==> src/hw/rtl/drsd_pkg.sv <==
package drsd_pkg;

  localparam int unsigned MAP_ENTRIES = 4096;
  localparam int unsigned MAP_AW      = $clog2(MAP_ENTRIES);
  localparam int unsigned KEY_W       = 12;

  localparam logic [7:0]  HDR_TIME     = 8'h69;
  localparam logic [7:0]  HDR_HIT      = 8'h6a;
  localparam logic [2:0]  PAYLOAD_LAST = 3'd6;
  localparam logic [29:0] SEC_NS       = 30'd1000000000;
  localparam logic [19:0] MS_NS        = 20'd1000000;

  localparam logic OP_BYTE = 1'b0;
  localparam logic OP_MAP  = 1'b1;

  localparam logic CFG_LIMIT_EN = 1'b0;
  localparam logic CFG_LIMIT_NS = 1'b1;

  typedef enum logic [1:0] {
    KIND_MAPPED   = 2'd0,
    KIND_UNMAPPED = 2'd1,
    KIND_LIMIT    = 2'd2
  } result_kind_t;

  typedef struct packed {
    logic       mapped;
    logic [1:0] det_type;
    logic [7:0] strip;
  } map_entry_t;

  typedef struct packed {
    logic               vld;
    logic signed [24:0] diff;
    logic [19:0]        pw;
    logic [KEY_W-1:0]   key;
  } hit_req_t;

  typedef struct packed {
    result_kind_t     kind;
    logic [1:0]       det_type;
    logic [7:0]       strip;
    logic [3:0]       module_id;
    logic [KEY_W-1:0] channel_key;
    logic [63:0]      event_time_ns;
    logic [19:0]      pulse_width;
  } result_t;

endpackage

==> src/hw/rtl/drsd_hit_eval.sv <==
module drsd_hit_eval (
  input  logic                 clk,
  input  logic                 rst_n,
  input  drsd_pkg::hit_req_t   hit_req,
  input  drsd_pkg::map_entry_t map_entry,
  input  logic [63:0]          base_time,
  input  logic                 limit_en,
  input  logic [63:0]          limit_ns,
  output logic                 res_vld,
  output drsd_pkg::result_t    res,
  output logic                 stopped
);

  logic                            s2_vld_r, s3_vld_r, s4_vld_r;
  logic [63:0]                     s2_t_r, s3_t_r, s4_t_r;
  drsd_pkg::map_entry_t            s2_ent_r, s3_ent_r, s4_ent_r;
  logic [drsd_pkg::KEY_W-1:0]      s2_key_r, s3_key_r, s4_key_r;
  logic [19:0]                     s2_pw_r, s3_pw_r, s4_pw_r;
  logic [63:0]                     earliest_r, earliest_nxt;
  logic [63:0]                     s4_lim_r;
  logic                            s4_ovf_r;
  logic                            stopped_r;
  logic [64:0]                     lim_sum;
  logic                            over;

  always_comb begin
    earliest_nxt = earliest_r;
    if (s2_vld_r && s2_ent_r.mapped &&
        (earliest_r == 64'd0 || s2_t_r < earliest_r)) begin
      earliest_nxt = s2_t_r;
    end
  end

  assign lim_sum = {1'b0, earliest_r} + {1'b0, limit_ns};

  always_ff @(posedge clk) begin
    if (!rst_n) begin
      s2_vld_r   <= 1'b0;
      s3_vld_r   <= 1'b0;
      s4_vld_r   <= 1'b0;
      earliest_r <= '0;
      stopped_r  <= 1'b0;
    end else begin
      s2_vld_r   <= hit_req.vld;
      s3_vld_r   <= s2_vld_r;
      s4_vld_r   <= s3_vld_r;
      earliest_r <= earliest_nxt;
      if (s4_vld_r && over) begin
        stopped_r <= 1'b1;
      end
    end
    s2_t_r   <= base_time + {{39{hit_req.diff[24]}}, hit_req.diff};
    s2_ent_r <= map_entry;
    s2_key_r <= hit_req.key;
    s2_pw_r  <= hit_req.pw;
    s3_t_r   <= s2_t_r;
    s3_ent_r <= s2_ent_r;
    s3_key_r <= s2_key_r;
    s3_pw_r  <= s2_pw_r;
    s4_t_r   <= s3_t_r;
    s4_ent_r <= s3_ent_r;
    s4_key_r <= s3_key_r;
    s4_pw_r  <= s3_pw_r;
    s4_lim_r <= lim_sum[63:0];
    s4_ovf_r <= lim_sum[64];
  end

  assign over = limit_en && s4_ent_r.mapped && !s4_ovf_r && (s4_t_r > s4_lim_r);

  always_comb begin
    res.kind          = drsd_pkg::KIND_UNMAPPED;
    res.det_type      = '0;
    res.strip         = '0;
    res.module_id     = s4_key_r[11:8];
    res.channel_key   = s4_key_r;
    res.event_time_ns = '0;
    res.pulse_width   = s4_pw_r;
    if (s4_ent_r.mapped) begin
      res.event_time_ns = s4_t_r;
      if (over) begin
        res.kind = drsd_pkg::KIND_LIMIT;
      end else begin
        res.kind     = drsd_pkg::KIND_MAPPED;
        res.det_type = s4_ent_r.det_type;
        res.strip    = s4_ent_r.strip;
      end
    end
  end

  assign res_vld = s4_vld_r;
  assign stopped = stopped_r;

endmodule

==> config.mk <==
export PLATFORM = sky130hd
export DESIGN_NAME = drsd_hit_eval
export DESIGN_NICKNAME = d
export VERILOG_FILES = /design/src/hw/rtl/drsd_pkg.sv /design/src/hw/rtl/drsd_hit_eval.sv
export SDC_FILE = /design/constraint.sdc
export NUM_CORES = 1
export LEC_CHECK = 0
export ABC_AREA = 1
export BUFFER_PORTS_ARGS = -buffer_cell sky130_fd_sc_hd__buf_2
export CAP_MARGIN = 20
export CELL_PAD_IN_SITES_DETAIL_PLACEMENT = 0
export CELL_PAD_IN_SITES_GLOBAL_PLACEMENT = 1
export CORE_ASPECT_RATIO = 0.8
export CORE_MARGIN = 2
export CORE_UTILIZATION = 35
export CTS_CLUSTER_DIAMETER = 50
export CTS_CLUSTER_SIZE = 40
export DETAILED_ROUTE_END_ITERATION = 8
export PLACE_DENSITY_LB_ADDON = 0.25
export SETUP_SLACK_MARGIN = 0.3
export SYNTH_ARGS = -nofsm -noshare
export SYNTH_HDL_FRONTEND = slang
export SYNTH_SLANG_ARGS = --single-unit
==> constraint.sdc <==
create_clock -name clk -period 2.55 [get_ports clk]
set_input_delay 0.255 -clock clk [delete_from_list [all_inputs] [get_ports clk]]
set_output_delay 0.255 -clock clk [all_outputs]
set_load 0.01 [all_outputs]
==> impl_metrics.py <==
metrics = {
    "min_path": {
        "worstHoldEndpoint": "s4_lim_r[4]",
        "hold_path.class": "input pin to flop",
        "min_path_cells": 3,
        "worst_hold_startpoint": "limit_ns[4]",
    },
    "critical_path": {
        "cp_top_family": "simple AND/OR/NAND/NOR gates",
        "rr_endpoint": "earliest_r[31]",
        "arrival_ns": 2.98,
        "timing.rr.start": "earliest_r[9]",
        "cp_slowest_cell": "dfxtp_2",
        "end_kind": "primary output",
        "slowest_delay_ns": 0.33,
        "cp_max_fo": 5,
        "start_kind": "flop",
        "r2r_slack_ns": 0.16,
        "critPathBufInv": 4,
        "criticalPathCategory": "flop to primary output",
        "reg2regPathDepth": 17,
        "crit_path_cell_trace": "inv_2 -> ha_4 -> nand4_1 -> nor3_2 -> buf_4 -> nand2_4 -> nor2_4 -> nand4_1 -> nor3b_4 -> nand2_2 -> nand2_4 -> clkbuf_16 -> nor2_4 -> buf_6",
        "critical_path_required_ns": 2.30,
    },
    "grt": {
        "antenna_found_initial": 3,
        "grt_max_degree": 41,
        "gr-total-overflow": 0,
        "track_usage_pct": 22.7,
        "first_global_vias": 21300,
        "grt_pass1_wl_um": 122000,
    },
    "layout": {
        "nets": 4296,
        "fill_cells": 6701,
        "fin_area_um2": 33500,
        "syn2layout_area_growth_pct": 40.7,
        "multiInputGateArea_um2": 14500,
        "post-route-util_pct": 49.8,
        "antenna_cells": 0,
        "drive_gt1_share_pct": 29.7,
        "seq_area_um2": 9280,
    },
    "route": {
        "wl_per_cell_um": 17.5,
        "vias": 22500,
        "drc": 0,
        "final_antenna_net_count": 0,
        "first_pass_iters": 5,
        "first_iter_violations": 1059,
        "wirelength_um": 84000,
        "viasPerCell": 4.70,
    },
    "logic_synthesis": {
        "yosysWarnings": 0,
        "yosys-top-cells-count": "inv_1 (616), nand2_1 (590), dfxtp_1 (454)",
        "synth_enable_flop_cells": 0,
        "synth_seq_area_share_pct": 38.2,
        "syn_inst": 3241,
        "netlist-cell-type-count": 42,
        "netlist_area_um2": 23800,
        "post-synth-top-area-fraction_pct": 38.2,
        "yosys.area.top_type": "dfxtp_1",
        "synth_seq_cells": 454,
        "yosys-top-cells-area": "dfxtp_1 (38%), ha_1 (13%), inv_1 (9.7%), nand2_1 (9.3%), a21oi_1 (6.5%)",
        "syn_nets": 3697,
        "yosysMostFrequentCell": "inv_1",
        "syn_area_per_cell_um2": 7.35,
        "synthArstFlopShare_pct": 0,
        "synth_ff_type": "dfxtp_1",
    },
    "status": {
        "violations": "setup timing",
        "status": "finished, violations left",
    },
    "clock_network": {
        "insertion_delay_ns": 0.62,
        "cts.sinks": 454,
        "path_clk_slew_ns": 0.08,
        "cts_buffer_depth": 3,
        "cts_buffers": 48,
        "h-tree-depth": 2,
        "cts_tree": "done",
        "clock-root-buffer": "clkbuf_16",
    },
    "floorplan": {
        "core_area_um2": 67300,
        "fp.dieW_um": 296,
        "io_pins": 314,
        "rows": 85,
        "die_h_um": 237,
        "die_area_um2": 70100,
        "initial_core_util_pct": 35.4,
    },
    "timing": {
        "skew_ns": 0.0382,
        "grt_setup_unrepaired": "yes",
        "postLayoutSetupSlackWorst_ns": -0.683,
        "setup_violations": 11,
        "relSlewSlack_pct": 46.4,
        "holdWs_ns": 0.0279,
        "final.period_utilization_pct": 127,
        "min_period_ns": 3.23,
        "hold_viol": 0,
        "maxSlewViolCount": 0,
        "worst_pin_slew_ns": 0.804,
        "max_freq_mhz": 309,
    },
    "placed_design": {
        "dp_hpwl_um": 65900,
        "gp_congestion": 0.915,
        "placed_cell_area_um2": 27500,
        "portBuffers": 313,
    },
    "power": {
        "power_density_nw_per_um2": 771,
        "ir_worst_vdd_mv": 0.594,
        "leakage_nw": 16.0,
    },
    "job": {
        "maxCapViolations": 0,
    },
}
-- logic make-up after synthesis --
kind of cell | count (synthesis) | synth area share (%)
simple gates | 1212 | 20.8
buf+inv | 663 | 10.9
compound gates | 559 | 13.0
flops | 454 | 38.2
fa+ha+maj | 256 | 13.5
xor+xnor | 97 | 3.57
-- worst reg2reg max path, delay by kind of cell, from the launching register on --
| family | cells | cell delay (ns) |
|---|---|---|
| AO/OA/AOI/OAI | 2 | 0.33 |
| AND/OR/NAND/NOR | 9 | 0.66 |
| buffers and inverters | 5 | 0.64 |
| flip-flops | 1 | 0.39 |
| adder cells (fa/ha/maj) | 1 | 0.27 |
-- layout by cell type, fill, tap and decap left out, drive strengths merged, types with 9 or more instances in the layout --
cell type / instances
nand4: 43
nor2: 386
nor4: 13
clkinv: 17
xnor2: 24
o21ai: 136
nor3: 25
o21a: 15
a21oi: 313
dfxtp: 454
o211ai: 12
buf: 541
dlygate4sd3: 49
a21o: 11
inv: 634
nand2: 591
ha: 254
nand3: 142
a21boi: 9
clkbuf: 57
o21bai: 22
a31oi: 22
xor2: 73
-- timing repair --
item                       4_1_cts  5_1_grt
setup buffers                   26       32
gates resized for setup        292      403
cloned                          10        8
hold endpoints to repair        49        0
setup endpoints to repair      115      152
pin swaps                      113      148
hold buffers                    49        0
-- final cells by class --
class	instances	area share [%]
Tap cell	913	3.41
Timing Repair Buffer	596	13.5
Inverter	616	6.90
Clock inverter	37	1.70
Multi-Input combinational cell	2124	43.1
Clock buffer	51	3.65
Sequential cell	454	27.7
-- per-stage QoR --
stage	power (mW)	worst slack, ns	setup TNS, ns	std cells
final	25.8	-0.683	-7.19	4791
after global routing	27.2	-0.821	-8.72	4791
after CTS	24.6	-0.699	-7.56	4751
after detailed placement	15.3	-0.262	-2.60	4578
after global placement	15.3	-0.275	-2.82	4578
after floorplan	12.8	0.428	0	3241
-- worst max-delay path by stage --
stage	endpoint	slack (ns)	startpoint	depth (start not counted)
after global routing	res[103]	-0.82	s4_lim_r[29]	15
after CTS	res[109]	-0.70	s4_lim_r[30]	15
after detailed placement	res[104]	-0.26	s4_lim_r[54]	15
after global placement	res[102]	-0.28	s4_lim_r[54]	15
after floorplan	s4_lim_r[42]	0.43	earliest_r[0]	12
final	res[107]	-0.68	s4_lim_r[39]	14
-- layer usage --
metal	track usage (%)	up-vias	share of wire (%)
met5	0	-	0
met4	5.11	0	2.1
met3	2.28	94	4.7
met2	35.1	517	43
met1	33.8	10300	50
li1	-	11600	-
-- where the power goes --
part | internal, mW | leakage [nW] | switching, mW | total (mW)
registers | 8.24 | 3.85 | 0.928 | 9.17
clock network | 4.04 | 0.862 | 3.64 | 7.68
logic | 4.13 | 11.3 | 4.87 | 9.00
-- sequential cells by signal, summed over array words and instances (netlist names) --
register,count
s3_vld_r,1
s4_ent_r,11
stopped,1
s3_pw_r,20
s2_t_r,64
s4_t_r,64
s2_key_r,12
s3_key_r,12
s4_ovf_r,1
s2_ent_r,11
s4_pw_r,20
s4_lim_r,64
s3_ent_r,11
s4_key_r,12
s2_pw_r,20
earliest_r,64
s3_t_r,64
res_vld,1
s2_vld_r,1
Power figures use the tool's default switching activity.
