## src/hw/rtl/drsd_pkg.sv

```systemverilog
package drsd_pkg;

  localparam int unsigned MAP_ENTRIES = 4096;
  localparam int unsigned MAP_AW      = $clog2(MAP_ENTRIES);
  localparam int unsigned KEY_W       = 12;

  localparam logic [7:0]  HDR_TIME     = 8'h69;
  localparam logic [7:0]  HDR_HIT      = 8'h6a;
  localparam logic [2:0]  PAYLOAD_LAST = 3'd6;
  localparam logic [29:0] SEC_NS       = 30'd1000000000;
  localparam logic [19:0] MS_NS        = 20'd1000000;

  localparam logic OP_BYTE = 1'b0;
  localparam logic OP_MAP  = 1'b1;

  localparam logic CFG_LIMIT_EN = 1'b0;
  localparam logic CFG_LIMIT_NS = 1'b1;

  typedef enum logic [1:0] {
    KIND_MAPPED   = 2'd0,
    KIND_UNMAPPED = 2'd1,
    KIND_LIMIT    = 2'd2
  } result_kind_t;

  typedef struct packed {
    logic       mapped;
    logic [1:0] det_type;
    logic [7:0] strip;
  } map_entry_t;

  typedef struct packed {
    logic               vld;
    logic signed [24:0] diff;
    logic [19:0]        pw;
    logic [KEY_W-1:0]   key;
  } hit_req_t;

  typedef struct packed {
    result_kind_t     kind;
    logic [1:0]       det_type;
    logic [7:0]       strip;
    logic [3:0]       module_id;
    logic [KEY_W-1:0] channel_key;
    logic [63:0]      event_time_ns;
    logic [19:0]      pulse_width;
  } result_t;

endpackage

```

## src/hw/rtl/drsd_parser.sv

```systemverilog
module drsd_parser (
  input  logic                        clk,
  input  logic                        rst_n,
  input  logic                        byte_acc,
  input  logic [7:0]                  byte_value,
  input  logic                        stopped,
  output logic                        hit_last,
  output logic [drsd_pkg::MAP_AW-1:0] map_rd_addr,
  output drsd_pkg::hit_req_t          hit_req,
  output logic [63:0]                 base_time
);

  typedef enum logic [1:0] {
    REC_HUNT = 2'd0,
    REC_TIME = 2'd1,
    REC_HIT  = 2'd2
  } rec_kind_t;

  rec_kind_t          kind_r, kind_nxt;
  logic [2:0]         pos_r, pos_nxt;
  logic [47:0]        rec_r, rec_nxt;
  logic               seen_r, seen_nxt;
  logic               tm_vld_r, tm_vld_nxt;
  logic [31:0]        sec_r;
  logic [9:0]         ms_r;
  drsd_pkg::hit_req_t hit_req_r, hit_req_nxt;

  logic               p_vld_r;
  logic [61:0]        psec_r;
  logic [29:0]        pms_r;
  logic [63:0]        base_r;
  logic [11:0]        full_key;

  assign full_key = {rec_r[3:0], byte_value};

  always_comb begin
    kind_nxt         = kind_r;
    pos_nxt          = pos_r;
    rec_nxt          = rec_r;
    seen_nxt         = seen_r;
    tm_vld_nxt       = 1'b0;
    hit_req_nxt.vld  = 1'b0;
    hit_req_nxt.diff = $signed({1'b0, rec_r[47:24]}) - $signed({5'd0, rec_r[23:4]});
    hit_req_nxt.pw   = rec_r[23:4];
    hit_req_nxt.key  = full_key;
    if (byte_acc) begin
      unique case (kind_r)
        REC_HUNT: begin
          if (byte_value == drsd_pkg::HDR_TIME) begin
            kind_nxt = REC_TIME;
            pos_nxt  = '0;
          end else if (byte_value == drsd_pkg::HDR_HIT && seen_r) begin
            kind_nxt = REC_HIT;
            pos_nxt  = '0;
          end
        end
        REC_TIME, REC_HIT: begin
          rec_nxt = {rec_r[39:0], byte_value};
          if (pos_r == drsd_pkg::PAYLOAD_LAST) begin
            kind_nxt = REC_HUNT;
            pos_nxt  = '0;
            if (kind_r == REC_TIME) begin
              tm_vld_nxt = 1'b1;
              seen_nxt   = 1'b1;
            end else begin
              hit_req_nxt.vld = 1'b1;
            end
          end else begin
            pos_nxt = pos_r + 3'd1;
          end
        end
        default: kind_nxt = REC_HUNT;
      endcase
    end
  end

  always_ff @(posedge clk) begin
    if (!rst_n) begin
      kind_r        <= REC_HUNT;
      pos_r         <= '0;
      seen_r        <= 1'b0;
      tm_vld_r      <= 1'b0;
      hit_req_r.vld <= 1'b0;
    end else begin
      kind_r        <= kind_nxt;
      pos_r         <= pos_nxt;
      seen_r        <= seen_nxt;
      tm_vld_r      <= tm_vld_nxt;
      hit_req_r.vld <= hit_req_nxt.vld;
    end
    rec_r          <= rec_nxt;
    sec_r          <= rec_r[47:16];
    ms_r           <= rec_r[15:6];
    hit_req_r.diff <= hit_req_nxt.diff;
    hit_req_r.pw   <= hit_req_nxt.pw;
    hit_req_r.key  <= hit_req_nxt.key;
  end

  // base time = seconds * 1e9 + ms * 1e6
  always_ff @(posedge clk) begin
    if (!rst_n) begin
      p_vld_r <= 1'b0;
      base_r  <= '0;
    end else begin
      p_vld_r <= tm_vld_r;
      if (p_vld_r) begin
        base_r <= {2'b00, psec_r} + {34'd0, pms_r};
      end
    end
    psec_r <= {30'd0, sec_r} * {32'd0, drsd_pkg::SEC_NS};
    pms_r  <= {20'd0, ms_r} * {10'd0, drsd_pkg::MS_NS};
  end

  assign hit_last    = (kind_r == REC_HIT) && (pos_r == drsd_pkg::PAYLOAD_LAST) && !stopped;
  assign map_rd_addr = full_key[drsd_pkg::MAP_AW-1:0];
  assign hit_req     = hit_req_r;
  assign base_time   = base_r;

endmodule

```

## config.mk

```make
export PLATFORM = sky130hd
export DESIGN_NAME = drsd_parser
export DESIGN_NICKNAME = d
export VERILOG_FILES = /design/src/hw/rtl/drsd_pkg.sv /design/src/hw/rtl/drsd_parser.sv
export SDC_FILE = /design/constraint.sdc
export NUM_CORES = 1
export LEC_CHECK = 0
export ABC_CLOCK_PERIOD_IN_PS = 13100
export BUFFER_PORTS_ARGS = -buffer_cell sky130_fd_sc_hd__buf_4
export CORE_MARGIN = 8
export CORE_UTILIZATION = 65
export CTS_BUF_LIST = sky130_fd_sc_hd__clkbuf_2 sky130_fd_sc_hd__clkbuf_4 sky130_fd_sc_hd__clkbuf_8
export DETAILED_ROUTE_END_ITERATION = 12
export GPL_TIMING_DRIVEN = 0
export PLACE_DENSITY = 0.91
export SLEW_MARGIN = 20
export SYNTH_ARGS = -nofsm -noshare
export SYNTH_HDL_FRONTEND = slang
export SYNTH_SLANG_ARGS = --single-unit
```

## constraint.sdc

```tcl
create_clock -name clk -period 13.1 [get_ports clk]
set_input_delay 1.965 -clock clk [delete_from_list [all_inputs] [get_ports clk]]
set_output_delay 1.965 -clock clk [all_outputs]
set_load 0.02 [all_outputs]
```

==> run summary, run 1 <==
Synth-to-Final Area Change: 10.3%
total number of vias: 19500
Vias/cell: 5.79
CP peak stage delay: 670 ps
n_diodes: 0
Worst VDD drop: 0.0000900 V
r2r startpoint: hit_req[27]
Port-buffer cells: 138
final setup margin: 6030 ps
multi-input combinational cell area: 17600 sq um
initial core utilization: 0.659
root buf cell: clkbuf_8
Power Dens Cells: 75.1 nW/um^2
most used cell, CP: fa_1
largest family of logic cells by synthesized area: adder cells
Synth top area share: 0.259
Worst Reg-to-Reg Cells: 20
DIE WIDTH: 217 um
Unique masters post-synth: 83
I/O Pins: 147
r2r setup slk: 6030 ps
minimum hold slack: 383 ps
hold path depth: 0
DRT antenna net count: 0
complex-gate fraction of the synthesized area: 0.0970
Clock Sinks: 272
DRC errors left: 0
max_cap viols: 0
vias in the first global route: 21000
crit path buf inv count: 4
largest cells by area after synthesis: fa_1 26%, ha_1 18%, dfxtp_1 17%
Synth area leader: fa_1
Post-CTS Setup Inserts: 0
final setup fails: 0
clock share of power: 0.373
DR iter-0 viols: 1619
Max clock buf depth: 3
CP Capture Type: flop
nets: 3535
Crit Path Class: flop to flop
number of synthesized flops with an enable pin: 48
Avg Cell Area, Syn: 10.0 sq um
Hold Path Class: flop to flop
WL met3: 5260 um
Routed WL per cell: 19.9 um
CTS HTree Levels: 2
Critical Path RT: 13600 ps
largest net degree at the start of global routing: 50
max-slew violations: 0
Hold EP: sec_r[24]
Met2 Routed Length: 32000 um
Comb pwr share: 0.194
worst skew pair latency: 610 ps
CP top delay family: adder cells
CTS buffer count: 44
layout cells sized above 1: 0.106
final worst path period need: 7070 ps
post-synthesis mux area share: 0.00578
final WL: 66800 um
worst-path cell chain: inv_1 > fa_1 > fa_1 > fa_1 > fa_1 > fa_1 > inv_1 > fa_1 > inv_1 > fa_1 > inv_1 > ha_1 > a21oi_1 > o21bai_1 > nor4_1 > a211oi_2 > nor2_1 > o21a_1 > nand2_1 > o311ai_1
reg2reg end: psec_r[51]
clock skew: 31.2 ps
FMAX: 141 MHz
Yosys warning count: 0
Syn Std Cell Area: 26200 sq um
Worst setup SP type: flop
Synth Area in Adders: 0.442
Pre-antenna DRT Iters: 7
Placeable Area: 39700 sq um
gr ovfl total: 0
post-route core utilization: 0.727
commonest non-fill, non-tap cell in the layout: inv_1
Row Count: 73
internal power: 1520 uW
Reg area: 5930 sq um
Post-CTS Hold Fix Bufs: 0
Leak: 0.0145 uW
Async SR Flop Fraction: 0
Critical Path Fanout Max: 8
switch share: 0.298
flop and latch count out of synthesis: 272
# fillers: 2666
xor/xnor share of the synthesized area: 0.0381
Net Sw Power: 647 uW
Reg clk slew, reported paths: 60 ps
DP HPWL: 55100 um
arrival time worst endpoint: 7580 ps
Slew Limit Headroom: 0.298
Final period util: 0.540
global placer's final weighted congestion: 0.937
post-place setup slack: 6160 ps
Crit-path slowest cell: dfxtp_1
Syn Inst Count: 2611
most frequent cells in the layout: 586 x inv_1, 383 x ha_1, 339 x fa_1
Synth Area in Simple Gates: 0.0895
total power: 2170 uW
RSZ-0062 raised after global routing: false
initial antenna violation count: 0
sequential share of power: 0.432
CTS tree: done
Die H: 217 um
DR top layer: met4
Main synth FF type: dfxtp_1
overall global routing resource usage: 0.284
Hold Path Origin: rec_r[40]
Fin. Hold Viols: 0
post-CTS resize count: 0
die area: 47000 sq um
Seq/Total Area, Yosys: 0.226
setup TNS: 0 ps
first-pass GRT wire length: 108000 um
Met1 Wirelength: 26800 um
Slew @ Worst Pin: 1050 ps
run status: completed
[layout make-up]
class | count | share of cell area
clock buffers | 74 | 0.0318
plain buffers | 74 | 0.0158
inverters | 586 | 0.0761
flip-flops and latches | 272 | 0.205
clock inverters | 7 | 0.00229
well taps | 525 | 0.0227
repair buffers | 138 | 0.0358
multi-input cells | 1685 | 0.610
[stage by stage]
stage | instance area [sq um] | cells
2_1_floorplan | 26200 | 2617
3_3_place_gp | 27900 | 3280
3_5_place_dp | 27900 | 3280
4_1_cts | 28900 | 3361
5_1_grt | 28900 | 3361
6_report | 28900 | 3361
[cells by family after synthesis]
kind of cell,Yosys count
compound gates,382
mux,15
other cells,1
xor+xnor,114
simple gates,445
buf+inv,660
fa+ha+maj,722
flops,272
[worst max-delay path by stage]
stage	startpoint	endpoint	slack [ps]	depth (start not counted)
final	hit_req[27]	psec_r[51]	6030	20
after global routing	hit_req[26]	psec_r[57]	5750	20
after CTS	hit_req[27]	psec_r[51]	6130	20
after detailed placement	hit_req[27]	psec_r[60]	6160	20
after global placement	hit_req[27]	psec_r[51]	6220	20
after floorplan	hit_req[28]	psec_r[48]	6940	20
[worst register-to-register path: cells and delay by family (launching register included)]
| family | cells | cell delay (ps) |
|---|---|---|
| flops | 1 | 670 |
| buf+inv | 4 | 410 |
| simple gates | 3 | 670 |
| fa+ha+maj | 8 | 4130 |
| compound gates | 5 | 1080 |
[flip-flops by register name, summed over array words and instances (netlist names), 2 cells and up]
signal     cells
base_time     57
hit_req       57
psec_r        53
rec_r         48
sec_r         25
pms_r         24
pos_r          3
kind_r         2
[cell usage after synthesis (17+ instances only)]
library cell	instances
inv_1	586
ha_1	383
fa_1	339
dfxtp_1	224
a21oi_1	105
nor2_1	90
nand2_1	89
xnor2_1	86
nand3_1	67
o21ai_0	67
a21o_1	50
edfxtp_1	48
clkbuf_1	35
nor3_1	34
xor2_1	28
buf_4	27
a211oi_1	26
and3_1	25
nand4_1	24
o21a_1	22
a31oi_1	21
nand2b_1	17
[power by group through the flow]
stage / Clock [uW] / Combinational [uW] / Sequential, uW
global placement: 0 / 402 / 952
floorplan: 0 / 310 / 943
CTS: 818 / 415 / 937
detailed placement: 0 / 412 / 955
finish: 810 / 422 / 939
global route: 856 / 464 / 944
[metal layers]
layer / vias up / global-route usage
li1: 8895 / -
met3: 217 / 0.0491
met5: - / 0
met1: 9491 / 0.359
met4: 0 / 0.122
met2: 857 / 0.476
No activity file was read; power rests on OpenSTA's default activity.
==> inputs of run 2 (changes only) <==
--- a/config.mk
+++ b/config.mk
@@ -5,7 +5,7 @@
 export SDC_FILE = /design/constraint.sdc
 export NUM_CORES = 1
 export LEC_CHECK = 0
-export ABC_CLOCK_PERIOD_IN_PS = 13100
+export ABC_CLOCK_PERIOD_IN_PS = 6920
 export BUFFER_PORTS_ARGS = -buffer_cell sky130_fd_sc_hd__buf_4
 export CORE_MARGIN = 8
 export CORE_UTILIZATION = 65
==> constraint.sdc (replaced) <==
create_clock -name clk -period 6.92 [get_ports clk]
set_input_delay 1.038 -clock clk [delete_from_list [all_inputs] [get_ports clk]]
set_output_delay 1.038 -clock clk [all_outputs]
set_load 0.02 [all_outputs]
==> run 2 against run 1 <==
Core utilization grew 0.14 points. Total power increased by 90%. Largest cell class unchanged. Highest routed layer unchanged. Via count grew 0.24%. Final area is 0.19% higher. First-iteration DRC count down 6.9%. Die area is the same. Wire length up 0.15%.
==> run summary, run 2 (synthesis results as in run 1) <==
CP Capture Type: flop
reg2reg end: psec_r[51]
n_diodes: 0 (unchanged)
initial core utilization: 0.659 (unchanged)
Die H: 217 um (unchanged)
crit path buf inv count: 4 (unchanged)
Critical Path RT: 7420 ps (-6180 ps)
Net Sw Power: 1230 uW (+90%)
Slew Limit Headroom: 0.249 (-0.0486)
Clock Sinks: 272 (unchanged)
vias in the first global route: 21000 (unchanged)
internal power: 2880 uW (+89%)
Power Dens Cells: 142 nW/um^2 (+89%)
CTS buffer count: 44 (unchanged)
max-slew violations: 0 (unchanged)
global placer's final weighted congestion: 0.937 (unchanged)
DP HPWL: 55100 um (unchanged)
final setup fails: 0 (unchanged)
most used cell, CP: fa_1
Vias/cell: 5.81 (+0.27%)
Hold EP: sec_r[24]
Pre-antenna DRT Iters: 8 (+1)
Placeable Area: 39700 sq um (unchanged)
Critical Path Fanout Max: 8 (unchanged)
Worst Reg-to-Reg Cells: 20 (unchanged)
overall global routing resource usage: 0.284 (unchanged)
DR iter-0 viols: 1507 (-6.9%)
Final period util: 0.960 (+0.420)
most frequent cells in the layout: 586 x inv_1, 383 x ha_1, 339 x fa_1
gr ovfl total: 0 (unchanged)
first-pass GRT wire length: 108000 um (unchanged)
final WL: 66900 um (+0.15%)
Port-buffer cells: 138 (unchanged)
DRC errors left: 0 (unchanged)
initial antenna violation count: 0 (unchanged)
run status: completed
clock skew: 33.1 ps (+1.92 ps)
Crit-path slowest cell: fa_1
Routed WL per cell: 19.9 um (+0.18%)
worst-path cell chain: inv_1 > fa_1 > fa_1 > fa_1 > fa_1 > fa_1 > inv_1 > fa_1 > inv_1 > fa_1 > inv_1 > ha_1 > a21o_1 > o21bai_1 > nor4_1 > a211oi_2 > nor2_1 > o21a_1 > nand2_1 > o311ai_1
placed cell area: 27900 sq um (unchanged)
DIE WIDTH: 217 um (unchanged)
total power: 4120 uW (+90%)
Crit Path Class: flop to flop
Row Count: 73 (unchanged)
Slew @ Worst Pin: 1120 ps (+72.7 ps)
setup TNS: 0 ps (unchanged)
r2r startpoint: sec_r[7]
r2r setup slk: 280 ps (-5750 ps)
worst skew pair latency: 600 ps (about the same)
CP peak stage delay: 550 ps (-120 ps)
DRT antenna net count: 0 (unchanged)
Reg clk slew, reported paths: 60 ps (about the same)
commonest non-fill, non-tap cell in the layout: inv_1
clock share of power: 0.373 (about the same)
Fin. Hold Viols: 0 (unchanged)
largest net degree at the start of global routing: 50 (unchanged)
Synth-to-Final Area Change: 10.5%
final worst path period need: 6640 ps (-428 ps)
FMAX: 150 MHz (+6.4%)
Hold Path Origin: rec_r[40]
switch share: 0.299 (+0.00102)
minimum hold slack: 389 ps (+6.56 ps)
Worst setup SP type: flop
total number of vias: 19500 (+0.24%)
layout cells sized above 1: 0.113 (+0.00674)
CTS HTree Levels: 2 (unchanged)
sequential share of power: 0.431 (about the same)
arrival time worst endpoint: 7140 ps (-440 ps)
Comb pwr share: 0.195 (about the same)
nets: 3534 (-0.028%)
max_cap viols: 0 (unchanged)
CTS tree: done
Leak: 0.0145 uW (+0.15%)
Finished Cell Area: 29000 sq um (+0.19%)
Hold Path Class: flop to flop
Worst VDD drop: 0.000170 V (+89%)
root buf cell: clkbuf_8
CP top delay family: adder cells
Max clock buf depth: 3 (unchanged)
die area: 47000 sq um (unchanged)
I/O Pins: 147 (unchanged)
hold path depth: 0 (unchanged)
==> run 2: routing by layer <==
metal | vias up | global-route usage | routed length [um]
met1 | 9509 | 0.359 | 27200
met5 | - | 0 | 0
met3 | 216 | 0.0491 | 4940
li1 | 8896 | - | -
met2 | 885 | 0.476 | 32100
met4 | 0 | 0.122 | 2730
==> run 2: layout make-up <==
| type | instances | area [sq um] |
|---|---|---|
| Tap cell | 525 | 657 |
| Buffer | 71 | 444 |
| Fill cell | 2663 | 10800 |
| Clock inverter | 7 | 66.3 |
| Clock buffer | 74 | 918 |
| Multi-Input combinational cell | 1685 | 17700 |
| Inverter | 586 | 2200 |
| Sequential cell | 272 | 5960 |
| Timing Repair Buffer | 140 | 1050 |
==> run 2: how the worst max path moves through the flow <==
stage,startpoint,endpoint,slack [ps],cells past startpoint
3_3_place_gp,hit_req[27],psec_r[51],40,20
3_5_place_dp,hit_req[27],psec_r[60],-20,20
2_1_floorplan,hit_req[28],psec_r[48],760,20
4_1_cts,hit_req[26],psec_r[60],5,20
6_report,sec_r[7],psec_r[51],280,20
5_1_grt,hit_req[28],psec_r[57],-20,20
==> run 2: timing repair <==
item,4_1_cts,5_1_grt
endpoints found under the setup margin,5,18
resized for setup,4,19
buffers inserted,0,2
hold buffers,0,0
==> run 2: power by group through the flow <==
stage,combinational [uW],sequential [uW],clock [uW]
5_1_grt,882,1790,1620
4_1_cts,785,1770,1550
3_3_place_gp,760,1800,0
2_1_floorplan,586,1780,0
6_report,803,1780,1540
3_5_place_dp,780,1810,0
==> run 2: metrics by stage <==
| stage | setup slack [ps] | instances | utilization |
|---|---|---|---|
| CTS | 4.87 | 3361 | 0.728 |
| global route | -24.2 | 3360 | 0.729 |
| finish | 275 | 3360 | 0.729 |
| global placement | 35.7 | 3280 | 0.703 |
| floorplan | 763 | 2617 | - |
| detailed placement | -17.7 | 3280 | 0.703 |
==> inputs of run 3 (changes only) <==
--- a/config.mk
+++ b/config.mk
@@ -7,8 +7,10 @@
 export LEC_CHECK = 0
 export ABC_CLOCK_PERIOD_IN_PS = 6920
 export BUFFER_PORTS_ARGS = -buffer_cell sky130_fd_sc_hd__buf_4
+export CELL_PAD_IN_SITES_DETAIL_PLACEMENT = 0
+export CELL_PAD_IN_SITES_GLOBAL_PLACEMENT = 1
 export CORE_MARGIN = 8
-export CORE_UTILIZATION = 65
+export CORE_UTILIZATION = 51
 export CTS_BUF_LIST = sky130_fd_sc_hd__clkbuf_2 sky130_fd_sc_hd__clkbuf_4 sky130_fd_sc_hd__clkbuf_8
 export DETAILED_ROUTE_END_ITERATION = 12
 export GPL_TIMING_DRIVEN = 0
==> run 3 against run 2 <==
Combinational power is essentially flat. Non-clock buffer count grew 1. Register-to-register slack lost 40 ps. Flip-flop and latch count is the same. Core utilization shrank 16 points. Critical path type unchanged.
==> run summary, run 3 (synthesis results as in run 1) <==
Leak: 0.0145 uW (about the same)
gr ovfl total: 0 (unchanged)
FMAX: 150 MHz (-0.58%)
Port-buffer cells: 138 (unchanged)
largest net degree at the start of global routing: 36 (-28%)
Worst VDD drop: 0.000135 V (-21%)
Row Count: 83 (+14%)
DRC errors left: 0 (unchanged)
CTS buffer count: 45 (+2.3%)
Reg clk slew, reported paths: 60 ps (about the same)
final setup margin: 236 ps (-39.0 ps)
Clock Sinks: 272 (unchanged)
Final Instance Count excl. Fillers: 3518 (+4.7%)
Slew @ Worst Pin: 890 ps (-233 ps)
Hold Path Origin: rec_r[41]
layout cells sized above 1: 0.112 (-0.000432)
switch share: 0.297 (-0.00193)
clock skew: 48.1 ps (+15.0 ps)
final worst path period need: 6680 ps (+39.0 ps)
Slew Limit Headroom: 0.405 (+0.156)
post-place setup slack: -33.2 ps (-15.5 ps)
Hold Path Class: flop to flop
initial core utilization: 0.513 (-0.147)
CP startpoint: sec_r[11]
root buf cell: clkbuf_8
Comb pwr share: 0.193 (-0.002)
Worst setup SP type: flop
DIE WIDTH: 243 um (+12%)
DP HPWL: 54500 um (-1.1%)
Vias/cell: 5.34 (-8.0%)
die area: 58900 sq um (+25%)
CTS HTree Levels: 2 (unchanged)
sequential share of power: 0.427 (-0.004)
final setup fails: 0 (unchanged)
Final period util: 0.966 (+0.00564)
first-pass GRT wire length: 104000 um (-2.9%)
vias in the first global route: 19600 (-6.5%)
Critical Path RT: 7430 ps (about the same)
nets: 3536 (+0.057%)
clock share of power: 0.381 (+0.008)
global placer's final weighted congestion: 0.952 (+1.6%)
Synth-to-Final Area Change: 11.5%
Power Dens Cells: 142 nW/um^2 (+0.19%)
setup TNS: 0 ps (unchanged)
max-slew violations: 0 (unchanged)
Net Sw Power: 1240 uW (+0.38%)
DRT antenna net count: 0 (unchanged)
r2r startpoint: sec_r[11]
Placeable Area: 51100 sq um (+29%)
Critical Path Fanout Max: 8 (unchanged)
run status: completed
placed cell count: 3436 (+4.8%)
internal power: 2920 uW (+1.3%)
most frequent cells in the layout: 586 x inv_1, 383 x ha_1, 339 x fa_1
arrival time worst endpoint: 7190 ps (+50 ps)
final WL: 64700 um (-3.3%)
Pre-antenna DRT Iters: 5 (-3)
Fin. Hold Viols: 0 (unchanged)
overall global routing resource usage: 0.218 (-0.0655)
Routed WL per cell: 18.4 um (-7.6%)
Max clock buf depth: 3 (unchanged)
I/O Pins: 147 (unchanged)
initial antenna violation count: 1 (+1)
total number of vias: 18800 (-3.7%)
r2r setup slk: 240 ps (-40 ps)
CP Capture Type: flop
Crit Path Class: flop to flop
CTS tree: done
commonest non-fill, non-tap cell in the layout: inv_1
DR iter-0 viols: 1187 (-21%)
Die H: 243 um (+12%)
worst skew pair latency: 610 ps (about the same)
max_cap viols: 0 (unchanged)
## run 3: changes by cell type in the layout (fill, tap and decap cells not counted), moves of 2 or more
cell / previous run / this run
dfxtp_4: 5 / 3
clkbuf_4: 16 / 11
clkinv_2: 4 / 7
bufinv_16: 1 / 4
clkinvlp_4: 1 / 4
clkbuf_8: 63 / 58
dfxtp_1: 209 / 211
clkinv_1: 0 / 2
## run 3: power groups by stage
stage / logic [uW] / registers, uW / clock network (uW)
after global routing: 884 / 1790 / 1680
after global placement: 774 / 1800 / 0
final: 801 / 1770 / 1580
after detailed placement: 781 / 1810 / 0
after floorplan: 586 / 1780 / 0
after CTS: 788 / 1770 / 1610
## run 3: per-layer routing
metal	vias up	part of all wire	GRT usage
met3	124	0.047	0.0303
met4	0	0.024	0.0591
met1	9242	0.45	0.294
met2	529	0.48	0.366
met5	-	0	0
li1	8894	-	-
## run 3: repair_timing
action / in CTS / in global routing
hold buffers: 0 / 0
endpoints found under the setup margin: 4 / 19
resized for setup: 4 / 18
buffers inserted: 0 / 1
pin swaps: 0 / 1
## run 3: final timing paths
| check | end | depth (start not counted) |
|---|---|---|
| worst min register to register | sec_r[25] | 0 |
| worst min-delay path | sec_r[25] | 0 |
| worst max-delay path | psec_r[57] | 19 |
| worst max register to register | psec_r[57] | 19 |
## run 3: through the flow
stage / hold slack, ps / power (uW) / utilization / area (sq um)
2_1_floorplan: 355 / 2370 / - / 26200
3_3_place_gp: 375 / 2580 / 0.550 / 28100
3_5_place_dp: 380 / 2590 / 0.551 / 28100
4_1_cts: 394 / 4170 / 0.571 / 29100
5_1_grt: 398 / 4350 / 0.572 / 29200
6_report: 395 / 4160 / 0.572 / 29200
## run 3: worst max-delay path, stage by stage (launching register included)
cell      delay, ps
dfxtp_1         550
inv_1           220
fa_1            560
fa_1            450
fa_1            540
fa_1            560
fa_1            550
inv_1            50
fa_1            520
inv_1            50
fa_1            490
inv_1            40
ha_1            260
clkbuf_1        290
nand4_1         170
or3_1           390
a211oi_2        320
nor2_1          110
a21o_1          200
a311oi_1        290
## run 3: cell type report
type	count	area, sq um
diodes	1	2.50
plain buffers	72	448
clock buffers	64	812
clock inverters	18	204
fillers	4423	21900
inverters	586	2200
multi-input cells	1685	17700
flip-flops and latches	272	5950
well taps	680	851
repair buffers	140	1060
